## src/sv/wpm_pkg.sv

```systemverilog
// Shared types, constants and helpers for the wildcard pattern matcher.
// No dependencies; used by wpm_cell and wildcard_pattern_matcher.
package wpm_pkg;

	// Largest pattern the row of cells can hold by default
	localparam int PATTERN_MAX_DEF = 16;

	// Width of the pattern length register
	localparam int LEN_W = 5;

	// Width of a configuration word and of the register index
	localparam int CFG_DATA_W = 64;
	localparam int CFG_IDX_W  = 3;

	// Pattern metacharacters
	localparam logic [7:0] STAR_BYTE = 8'h2A;
	localparam logic [7:0] ANY_BYTE  = 8'h3F;

	// ASCII letter bounds and case offset
	localparam logic [7:0] UPPER_A    = 8'h41;
	localparam logic [7:0] UPPER_Z    = 8'h5A;
	localparam logic [7:0] CASE_SHIFT = 8'h20;

	// Configuration register indexes
	typedef enum logic [CFG_IDX_W-1:0] {
		REG_PATTERN_LOW  = 3'd0,
		REG_PATTERN_HIGH = 3'd1,
		REG_PATTERN_LEN  = 3'd2,
		REG_IGNORE_CASE  = 3'd3
	} wpm_reg_t;

	// Signals one cell hands to the next
	typedef struct packed {
		logic carry_cur;  // star closure ripple over the held positions
		logic carry_nxt;  // star closure ripple over the advanced positions
		logic step;       // position i+1 reached by consuming one byte
	} wpm_link_t;

	// Fold an ASCII capital to lower case when case is ignored
	function automatic logic [7:0] fold(input logic [7:0] c, input logic ic);
		logic [7:0] r;
		r = c;
		if (ic && (c >= UPPER_A) && (c <= UPPER_Z)) begin
			r = c + CASE_SHIFT;
		end
		return r;
	endfunction

endpackage

```

## src/sv/wpm_cell.sv

```systemverilog
// One pattern position of the matcher: holds its live bit and passes star
// closure and byte steps to the next position. Depends on wpm_pkg.
module wpm_cell #(
	parameter logic START = 1'b0
) (
	input  logic              clk,
	input  logic              arst_n,
	input  logic [7:0]        pat_byte,
	input  logic              ignore_case,
	input  logic              en,        // this position is below the length
	input  logic              keep,      // this position is within the length
	input  logic [7:0]        text_byte,
	input  logic              advance,
	input  logic              restart,
	input  wpm_pkg::wpm_link_t link_in,
	output wpm_pkg::wpm_link_t link_out,
	output logic              closed_cur,
	output logic              closed_nxt,
	output logic              live
);

	logic live_q;
	logic is_star;
	logic is_any;
	logic hit;
	logic stay;

	// Decode the pattern byte and compare with the text byte
	assign is_star = (pat_byte == wpm_pkg::STAR_BYTE);
	assign is_any  = (pat_byte == wpm_pkg::ANY_BYTE);
	assign hit     = is_any ||
		(wpm_pkg::fold(pat_byte, ignore_case) == wpm_pkg::fold(text_byte, ignore_case));

	// Close the held set over stars
	assign closed_cur         = (live_q & keep) | link_in.carry_cur;
	assign link_out.carry_cur = closed_cur & is_star & en;

	// A star keeps its position, any other match steps forward
	assign stay          = link_out.carry_cur;
	assign link_out.step = closed_cur & en & ~is_star & hit;

	// Close the advanced set over stars
	assign closed_nxt         = stay | link_in.step | link_in.carry_nxt;
	assign link_out.carry_nxt = closed_nxt & is_star & en;

	assign live = live_q;

	// Hold, advance or restart the live bit
	always_ff @(posedge clk or negedge arst_n) begin
		if (!arst_n) begin
			live_q <= START;
		end else if (restart) begin
			live_q <= START;
		end else if (advance) begin
			live_q <= closed_nxt;
		end
	end

endmodule

```

## src/sv/wildcard_pattern_matcher.sv

```systemverilog
// Top level of the wildcard pattern matcher: configuration registers, the
// row of position cells, end position and result register. Depends on
// wpm_pkg and wpm_cell.

// The block takes one text item in every cycle unless the text channel
// stalls, and gives the matched bit in the cycle after the item marked last
// is accepted. The live pattern positions sit in a row of PATTERN_MAX cells
// plus one end position; for each byte the held set is closed over stars,
// stepped by the byte and closed again, both closures rippling across the
// cell row within the cycle. A single result register sits on the output;
// the text channel stalls only while a result is held and not taken in that
// cycle. '*' matches any run of bytes, '?' any one byte; lengths above
// PATTERN_MAX are clipped and an empty pattern matches every string.
module wildcard_pattern_matcher #(
	parameter int PATTERN_MAX = wpm_pkg::PATTERN_MAX_DEF
) (
	input  logic                           clk,
	input  logic                           arst_n,
	// configuration write channel
	input  logic                           cfg_valid,
	output logic                           cfg_ready,
	input  logic [wpm_pkg::CFG_IDX_W-1:0]  cfg_index,
	input  logic [wpm_pkg::CFG_DATA_W-1:0] cfg_data,
	// text channel
	input  logic                           in_valid,
	output logic                           in_ready,
	input  logic [7:0]                     text_byte,
	input  logic                           has_byte,
	input  logic                           last,
	// result channel
	output logic                           out_valid,
	input  logic                           out_ready,
	output logic                           matched
);

	localparam int N = PATTERN_MAX;
	localparam int LW = wpm_pkg::LEN_W;

	logic [wpm_pkg::CFG_DATA_W-1:0] pat_low_q;
	logic [wpm_pkg::CFG_DATA_W-1:0] pat_high_q;
	logic [LW-1:0]                  len_q;
	logic                           ignore_case_q;
	logic [LW-1:0]                  used_len;
	logic                           in_fire;
	logic                           advance;
	logic                           restart;
	wpm_pkg::wpm_link_t             link [0:N];
	logic [N:0]                     closed_cur;
	logic [N:0]                     closed_nxt;
	logic [N:0]                     live_vec;
	logic                           live_end_q;
	logic                           match_sel;
	logic                           out_valid_q;
	logic                           matched_q;

	// Configuration registers, always ready
	assign cfg_ready = 1'b1;

	always_ff @(posedge clk or negedge arst_n) begin
		if (!arst_n) begin
			pat_low_q     <= '0;
			pat_high_q    <= '0;
			len_q         <= '0;
			ignore_case_q <= 1'b0;
		end else if (cfg_valid && cfg_ready) begin
			case (cfg_index)
				wpm_pkg::REG_PATTERN_LOW:  pat_low_q     <= cfg_data;
				wpm_pkg::REG_PATTERN_HIGH: pat_high_q    <= cfg_data;
				wpm_pkg::REG_PATTERN_LEN:  len_q         <= cfg_data[LW-1:0];
				wpm_pkg::REG_IGNORE_CASE:  ignore_case_q <= cfg_data[0];
				default: ;
			endcase
		end
	end

	// Clip the length to the row of cells
	assign used_len = (len_q > LW'(N)) ? LW'(N) : len_q;

	// Handshake
	assign in_ready = !out_valid_q || out_ready;
	assign in_fire  = in_valid && in_ready;
	assign advance  = in_fire && has_byte;
	assign restart  = in_fire && last;

	assign link[0] = '0;

	// Row of position cells
	for (genvar i = 0; i < N; i++) begin : g_cell
		logic [7:0] pbyte;
		if (i < 8) begin : g_low
			assign pbyte = pat_low_q[i*8 +: 8];
		end else begin : g_high
			assign pbyte = pat_high_q[(i-8)*8 +: 8];
		end

		wpm_cell #(
			.START((i == 0) ? 1'b1 : 1'b0)
		) u_cell (
			.clk        (clk),
			.arst_n     (arst_n),
			.pat_byte   (pbyte),
			.ignore_case(ignore_case_q),
			.en         (used_len > LW'(i)),
			.keep       (used_len >= LW'(i)),
			.text_byte  (text_byte),
			.advance    (advance),
			.restart    (restart),
			.link_in    (link[i]),
			.link_out   (link[i+1]),
			.closed_cur (closed_cur[i]),
			.closed_nxt (closed_nxt[i]),
			.live       (live_vec[i])
		);
	end

	// End position: reached by stepping past the last pattern byte or over a final star
	assign closed_cur[N] = (live_end_q && (used_len == LW'(N))) || link[N].carry_cur;
	assign closed_nxt[N] = link[N].step || link[N].carry_nxt;
	assign live_vec[N]   = live_end_q;

	always_ff @(posedge clk or negedge arst_n) begin
		if (!arst_n) begin
			live_end_q <= 1'b0;
		end else if (restart) begin
			live_end_q <= 1'b0;
		end else if (advance) begin
			live_end_q <= closed_nxt[N];
		end
	end

	// Pick the position at the pattern length
	always_comb begin
		match_sel = 1'b0;
		for (int k = 0; k <= N; k++) begin
			if (used_len == LW'(k)) begin
				match_sel = has_byte ? closed_nxt[k] : closed_cur[k];
			end
		end
		if (used_len == '0) begin
			match_sel = 1'b1;
		end
	end

	// Result register: load on the last item, drop when taken
	always_ff @(posedge clk or negedge arst_n) begin
		if (!arst_n) begin
			out_valid_q <= 1'b0;
			matched_q   <= 1'b0;
		end else if (restart) begin
			out_valid_q <= 1'b1;
			matched_q   <= match_sel;
		end else if (out_ready) begin
			out_valid_q <= 1'b0;
		end
	end

	assign out_valid = out_valid_q;
	assign matched   = matched_q;

	// An empty pattern always gives a match
	a_empty_match: assert property (@(posedge clk) disable iff (!arst_n)
		in_fire && last && (used_len == '0) |=> out_valid && matched)
		else $error("empty pattern did not match");

	// The end of a string leaves only the start position live
	a_restart: assert property (@(posedge clk) disable iff (!arst_n)
		in_fire && last |=> live_vec == (N+1)'(1))
		else $error("live set not restarted after last item");

	// An empty result register never stalls the text channel
	a_ready: assert property (@(posedge clk) disable iff (!arst_n)
		!out_valid |-> in_ready)
		else $error("input stalled with no result pending");

	// A pending result that is not taken keeps its value
	a_hold: assert property (@(posedge clk) disable iff (!arst_n)
		out_valid && !out_ready |=> out_valid && $stable(matched))
		else $error("pending result changed");

endmodule
```

## config.mk

```make
export PLATFORM = sky130hd
export DESIGN_NAME = wildcard_pattern_matcher
export DESIGN_NICKNAME = d
export VERILOG_FILES = /design/src/sv/wpm_pkg.sv /design/src/sv/wpm_cell.sv /design/src/sv/wildcard_pattern_matcher.sv
export SDC_FILE = /design/constraint.sdc
export NUM_CORES = 1
export LEC_CHECK = 0
export ABC_AREA = 1
export ABC_CLOCK_PERIOD_IN_PS = 4800
export CORE_ASPECT_RATIO = 0.5
export CORE_MARGIN = 2
export CORE_UTILIZATION = 45
export CTS_CLUSTER_SIZE = 40
export DETAILED_ROUTE_END_ITERATION = 10
export DONT_BUFFER_PORTS = 1
export PLACE_DENSITY = 0.59
export SYNTH_ARGS = -nofsm -noshare
export SYNTH_HDL_FRONTEND = slang
export SYNTH_SLANG_ARGS = --single-unit
```

## constraint.sdc

```tcl
create_clock -name clk -period 4.8 [get_ports clk]
set_input_delay 0.24 -clock clk [delete_from_list [all_inputs] [get_ports clk]]
set_output_delay 0.24 -clock clk [all_outputs]
set_load 0.05 [all_outputs]
```

==> results of run 1 <==
-- through the flow --
stage / cells / total power, mW
2_1_floorplan: 1493 / 2.529
5_1_grt: 1853 / 4.581
3_5_place_dp: 1758 / 2.815
6_report: 1853 / 4.299
3_3_place_gp: 1758 / 2.776
4_1_cts: 1853 / 4.316
-- worst max path at each step --
stage | start | end | slack, ns | cells after the start
6_report | len_q[4] | matched | 0.43 | 36
5_1_grt | len_q[4] | matched | 0.01 | 38
4_1_cts | len_q[4] | matched | 0.51 | 40
3_5_place_dp | len_q[4] | matched | 0.53 | 38
3_3_place_gp | len_q[4] | matched | 0.53 | 40
2_1_floorplan | len_q[1] | matched | 1.40 | 44
-- routing by layer --
metal	GRT usage, %	up-vias
met4	11.01	0
met3	6.803	74
met2	42.41	326
met5	0	-
met1	38.17	4844
li1	-	5040
-- layout make-up --
class,count,share of cell area (%)
clock buffer,19,3.606
clock inverter,13,1.407
inverter,237,7.431
multi-input combinational,1050,46.37
sequential,153,31.90
tap,307,3.200
timing repair buffer,74,6.086
-- cell usage after synthesis (9+ instances only) --
library cell,number,area (µm²)
inv_1,220,825.8
o2111ai_1,12,105.1
o211ai_1,9,67.56
nand2_1,327,1227
o22ai_1,20,125.1
o21ai_0,192,960.9
dfrtp_1,152,3804
a221oi_1,11,96.34
a21oi_1,17,85.08
nand3_1,55,275.3
clkbuf_1,40,150.1
nor4_1,17,106.4
xnor2_1,16,140.1
a31oi_1,12,75.07
ha_1,17,212.7
nand2_4,10,112.6
inv_2,12,45.04
nor3_1,20,100.1
nand4_1,68,425.4
xor2_1,24,210.2
nor2_1,124,465.5
nand2_2,34,212.7
-- cell families (layout without fill, tap and decap cells) --
family | after synthesis | count (layout) | synth area share, %
other | 1 | 1 | 0.03574
adder cells (fa/ha/maj) | 17 | 17 | 2.027
buffers and inverters | 290 | 343 | 10.69
AND/OR/NAND/NOR | 681 | 681 | 29.82
flip-flops | 153 | 153 | 36.50
AO/OA/AOI/OAI | 311 | 311 | 17.59
XOR/XNOR | 40 | 40 | 3.338
-- power groups by stage --
stage / registers (mW) / logic (mW) / clock network, mW
5_1_grt: 1.88 / 1.19 / 1.50
2_1_floorplan: 1.75 / 0.778 / 0
3_3_place_gp: 1.86 / 0.921 / 0
4_1_cts: 1.84 / 1.03 / 1.45
3_5_place_dp: 1.86 / 0.953 / 0
6_report: 1.85 / 1.03 / 1.42
-- placed cells by master (no fill, tap or decap), drive strengths merged, types with 17 or more instances in the layout --
cell type / n
dfrtp: 152
a21oi: 17
nand4: 68
dlygate4sd3: 62
nor3: 21
ha: 17
o21ai: 197
nand2: 371
clkbuf: 19
nor4: 17
nand3: 58
inv: 236
nor2: 129
xor2: 24
o22ai: 20
-- state kept, by name, indices dropped and copies added (netlist names) --
name,count
pat_high_q,64
matched,1
out_valid,1
pat_low_q,64
len_q,5
ignore_case_q,1
live_end_q,1
g_cell.u_cell.live,16
-- timing repair --
item                                   CTS  global route
endpoints found under the hold margin  269             0
setup buffers                            0             0
hold buffers                            63             0
==> results.md, run 1 <==
* Crit end category: flip-flop
* Vias per std cell at 5.550
* Clk_skew at 0.01185 ns
* Number of max-cap violations at 0
* Setup ws final at 0.4309 ns
* Synth Instances at 1493
* Fin area at 12010 µm²
* Max layer used: met4
* Final Core Density at 52.57%
* Total grt overflow at 0
* Die H at 112.0 µm
* WP data required at 5.16 ns
* Share of cells above drive strength 1 at 7.633%
* First drt pass iteration count at 5
* Post_cts resized at 0
* Reg2reg start: len_q[4]
* Worst hold slack at 0.02065 ns
* Worst hold path class: input pin to flip-flop
* Switching Share at 36.61%
* Slew Viols, Final at 0
* Fill cells at 2187
* Fin crit period at 4.369 ns
* Min-delay src: cfg_data[3]
* Syn nets at 1592
* Hold EP: pat_low_q[3]
* Effective utilization at floorplan at 45.95%
* CTS tree: yes
* Outcome: finished, final reports clean
* Arrival @ worst endpoint at 4.73 ns
* Hold Fails Final Rpt at 0
* Ys Warns at 0
* DIE AREA at 24630 µm²
* Post-Place Cell Area at 10760 µm²
* RR Endpoint: matched
* GRT Total Usage at 27.86%
* Initial DRC count at 878
* CP Max Fanout at 12
* Family with the most delay on the worst path: simple AND/OR/NAND/NOR gates
* Largest net degree at the start of global routing at 154
* Root Buffer: clkbuf_16
* DP Worst Slack at 0.5348 ns
* Footprint of the multi-input gates at 5567 µm²
* R2R Setup Slk at 0.43 ns
* Sequential share of power at 43.0%
* Final WL at 32590 µm
* Worst skew pair latency at 0.46 ns
* F_max at 228.9 MHz
* Register area at 3830 µm²
* Die width at 220.0 µm
* Slew Limit Headroom at 19.72%
* PwrDens at 358.1 nW/µm²
* FF+latch count, synth at 153
* Hpwl dp at 23350 µm
* Switching pwr at 1.574 mW
* Sequential fraction of the synthesis area at 36.50%
* First-pass GRT wire length at 52670 µm
* DR WL/cell at 17.59 µm
* Crit path buffers/inverters at 4
* Final setup violation count at 0
* Number of synthesized flops with an enable pin at 0
* Worst path max stage delay at 0.55 ns
* Core box area at 22840 µm²
* Worst-margin pin slew at 1.204 ns
* VDD IR max at 251.9 µV
* Worst path slowest cell: dfrtp_1
* Post-DRT Antenna Nets at 0
* Distinct cells, synth at 56
* Post-route clock period utilization at 91.02%
* DR WL met2 at 14030 µm
* Combinational Power Share at 24.0%
* RSZ-0062 raised after global routing: false
* Power share of the clock group at 33.0%
* IO Count at 86
* Met1 Routed Length at 15140 µm
* Site Rows at 39
* Most used cell, CP: nand2_2
* Number of global-route vias before repair at 9973
* Num CTS Buffers at 17
* Leakage at 5.775 nW
* Residual DRC at 0
* Share of flip-flops with an asynchronous set or reset at 100.0%
* Synthesized area at 10490 µm²
* CTS H-tree lvls at 4
* Initial antenna violation count at 0
* Clock tree buffer depth at 2
* Clock transition at path regs at 0.06 ns
* R2R cell count at 36
* Vias at 10280
* Hold Path Depth at 2
* Setup CP Type: flip-flop to flip-flop
* Nets at 1632
* PortBufs at 0
* Clk sink count at 153
* Syn avg cell area at 7.029 µm²
* Area grow syn2layout at 14.40%
* GPL Wtd Cong at 0.9248
* Number of antenna diodes at 0
* Internal power at 2.725 mW
* Top_reg_cell synth: dfrtp_1
* TNS Setup at 0 ns
* Metal3 WL at 2489 µm
* Worst Setup Start Kind: flip-flop
Power figures use the tool's default switching activity.
==> run 2, diff against run 1 <==
--- a/config.mk
+++ b/config.mk
@@ -6,13 +6,14 @@
 export NUM_CORES = 1
 export LEC_CHECK = 0
 export ABC_AREA = 1
-export ABC_CLOCK_PERIOD_IN_PS = 4800
+export ABC_CLOCK_PERIOD_IN_PS = 4850
 export CORE_ASPECT_RATIO = 0.5
 export CORE_MARGIN = 2
 export CORE_UTILIZATION = 45
 export CTS_CLUSTER_SIZE = 40
 export DETAILED_ROUTE_END_ITERATION = 10
 export DONT_BUFFER_PORTS = 1
+export HOLD_SLACK_MARGIN = 0.1
 export PLACE_DENSITY = 0.59
 export SYNTH_ARGS = -nofsm -noshare
 export SYNTH_HDL_FRONTEND = slang
==> constraint.sdc (replaced) <==
create_clock -name clk -period 4.85 [get_ports clk]
set_input_delay 0.2425 -clock clk [delete_from_list [all_inputs] [get_ports clk]]
set_output_delay 0.2425 -clock clk [all_outputs]
set_load 0.05 [all_outputs]
==> run 2 against run 1 <==
  * Total power shrank 0.78%
  * Global-route usage shrank 0.43 points
  * Clock power is essentially flat
  * Critical path depth is the same
  * Critical path type unchanged
  * Largest cell class unchanged
==> results.md, run 2 (synthesis gave the netlist of run 1 again) <==
* TNS Setup at 0 ns
* CTS tree: yes
* Total grt overflow at 0
* Most used cell, CP: nand2_2
* Core box area at 22840 µm²
* Root Buffer: clkbuf_16
* Initial antenna violation count at 0
* Footprint of the multi-input gates at 5567 µm²
* WP data required at 5.21 ns
* Vias per std cell at 5.517
* Met1 Routed Length at 15530 µm
* Power share of the clock group at 33.4%
* Residual DRC at 0
* Worst hold path class: input pin to flip-flop
* Die H at 112.0 µm
* VDD IR max at 182.2 µV
* Internal power at 2.665 mW
* Most frequent cells in the layout: nand2_1 (327), inv_1 (220), o21ai_0 (192)
* Site Rows at 39
* Leakage at 5.819 nW
* Final WL at 32630 µm
* F_max at 232.4 MHz
* Number of global-route vias before repair at 9577
* Nets at 1640
* Fin crit period at 4.302 ns
* Outcome: finished, final reports clean
* Die width at 220.0 µm
* Effective utilization at floorplan at 45.95%
* Switching Share at 37.52%
* Crit end category: flip-flop
* Max layer used: met4
* Worst hold slack at 0.1230 ns
* Setup CP Type: flip-flop to flip-flop
* GPL Wtd Cong at 0.9448
* Num CTS Buffers at 17
* Number of max-cap violations at 0
* Combinational Power Share at 23.9%
* Number of antenna diodes at 0
* CP Max Fanout at 12
* Family with the most delay on the worst path: simple AND/OR/NAND/NOR gates
* Worst Setup Start Kind: flip-flop
* RSZ-0062 raised after global routing: false
* DR WL/cell at 17.53 µm
* Clk_skew at 0.01030 ns
* Worst path slowest cell: dfrtp_1
* Share of cells above drive strength 1 at 7.786%
* GRT Total Usage at 27.43%
* CTS H-tree lvls at 4
* DR WL met2 at 14110 µm
* Fin cells at 1861
* Sequential share of power at 42.7%
* First-pass GRT wire length at 51850 µm
* Arrival @ worst endpoint at 4.66 ns
* Clock tree buffer depth at 2
* Setup repair bufs after CTS at 0
* Hold Fails Final Rpt at 0
* Clk sink count at 153
* Largest net degree at the start of global routing at 154
* Initial DRC count at 896
* Area grow syn2layout at 15.14%
* Crit path buffers/inverters at 4
* Fill cells at 2196
* PwrDens at 353.1 nW/µm²
* Worst skew pair latency at 0.46 ns
* Post-DRT Antenna Nets at 0
* Register area at 3830 µm²
* Slew Viols, Final at 0
* Final setup violation count at 0
* Vias at 10270
* Worst path max stage delay at 0.53 ns
* Post-route clock period utilization at 88.70%
* Switching pwr at 1.601 mW
* Metal3 WL at 2353 µm
* First drt pass iteration count at 5
* PortBufs at 0
* Overall Power at 4.266 mW
* DP Cell Count at 1759
* Clock transition at path regs at 0.07 ns
* Slew Limit Headroom at 21.30%
* Commonest non-fill, non-tap cell in the layout: nand2_1
* Worst-margin pin slew at 1.180 ns
* IO Count at 86
* DIE AREA at 24630 µm²
* Hpwl dp at 22950 µm
[run 2: tightest hold or removal path: stages]
cell and delay (ns):
nand3_1 0.08, a21oi_1 0.07, nand3_1 0.07, nand2_1 0.04
inv_1 0.04
[run 2: final timing paths]
check / startpoint / to / slack, ns / cells after the start
hold / removal: has_byte / matched / 0.12 / 5
setup / recovery: len_q[4] / matched / 0.55 / 36
min in group asynchronous: arst_n / pat_low_q[33] / 0.46 / 2
hold reg to reg: g_cell[3].u_cell.live / g_cell[3].u_cell.live / 0.51 / 2
setup reg to reg: len_q[4] / matched / 0.55 / 36
max in group asynchronous: arst_n / len_q[4] / 3.82 / 2
[run 2: per-stage QoR]
| step | area (µm²) | utilization, % | worst slack (ns) |
|---|---|---|---|
| floorplan | 10490 | - | 1.448 |
| global placement | 10760 | 47.13 | 0.7871 |
| detailed placement | 10760 | 47.13 | 0.6323 |
| CTS | 12080 | 52.91 | 0.6176 |
| global route | 12080 | 52.91 | 0.05246 |
| finish | 12080 | 52.91 | 0.5480 |
[run 2: timing repair]
| item | 4_1_cts | 5_1_grt |
|---|---|---|
| endpoints found under the hold margin | 289 | 0 |
| resized for setup | 0 | 0 |
| hold buffers | 70 | 0 |
[run 2: power by group through the flow]
| stage | logic, mW | registers (mW) | clock network, mW |
|---|---|---|---|
| finish | 1.02 | 1.82 | 1.42 |
| global route | 1.18 | 1.86 | 1.50 |
| CTS | 1.01 | 1.82 | 1.44 |
| global placement | 0.909 | 1.83 | 0 |
| detailed placement | 0.936 | 1.84 | 0 |
| floorplan | 0.770 | 1.73 | 0 |
[run 2: layer usage]
| layer | track usage [%] | vias to the layer above |
|---|---|---|
| met2 | 42.24 | 342 |
| met3 | 6.967 | 53 |
| met1 | 38.36 | 4811 |
| li1 | - | 5062 |
| met5 | 0 | - |
| met4 | 7.248 | 0 |
[run 2: layout make-up]
class	instances	area share, %
clock buffers	17	3.521
clock inverters	15	1.460
inverters	237	7.383
multi-input cells	1050	46.07
flip-flops and latches	153	31.70
well taps	307	3.179
repair buffers	82	6.689
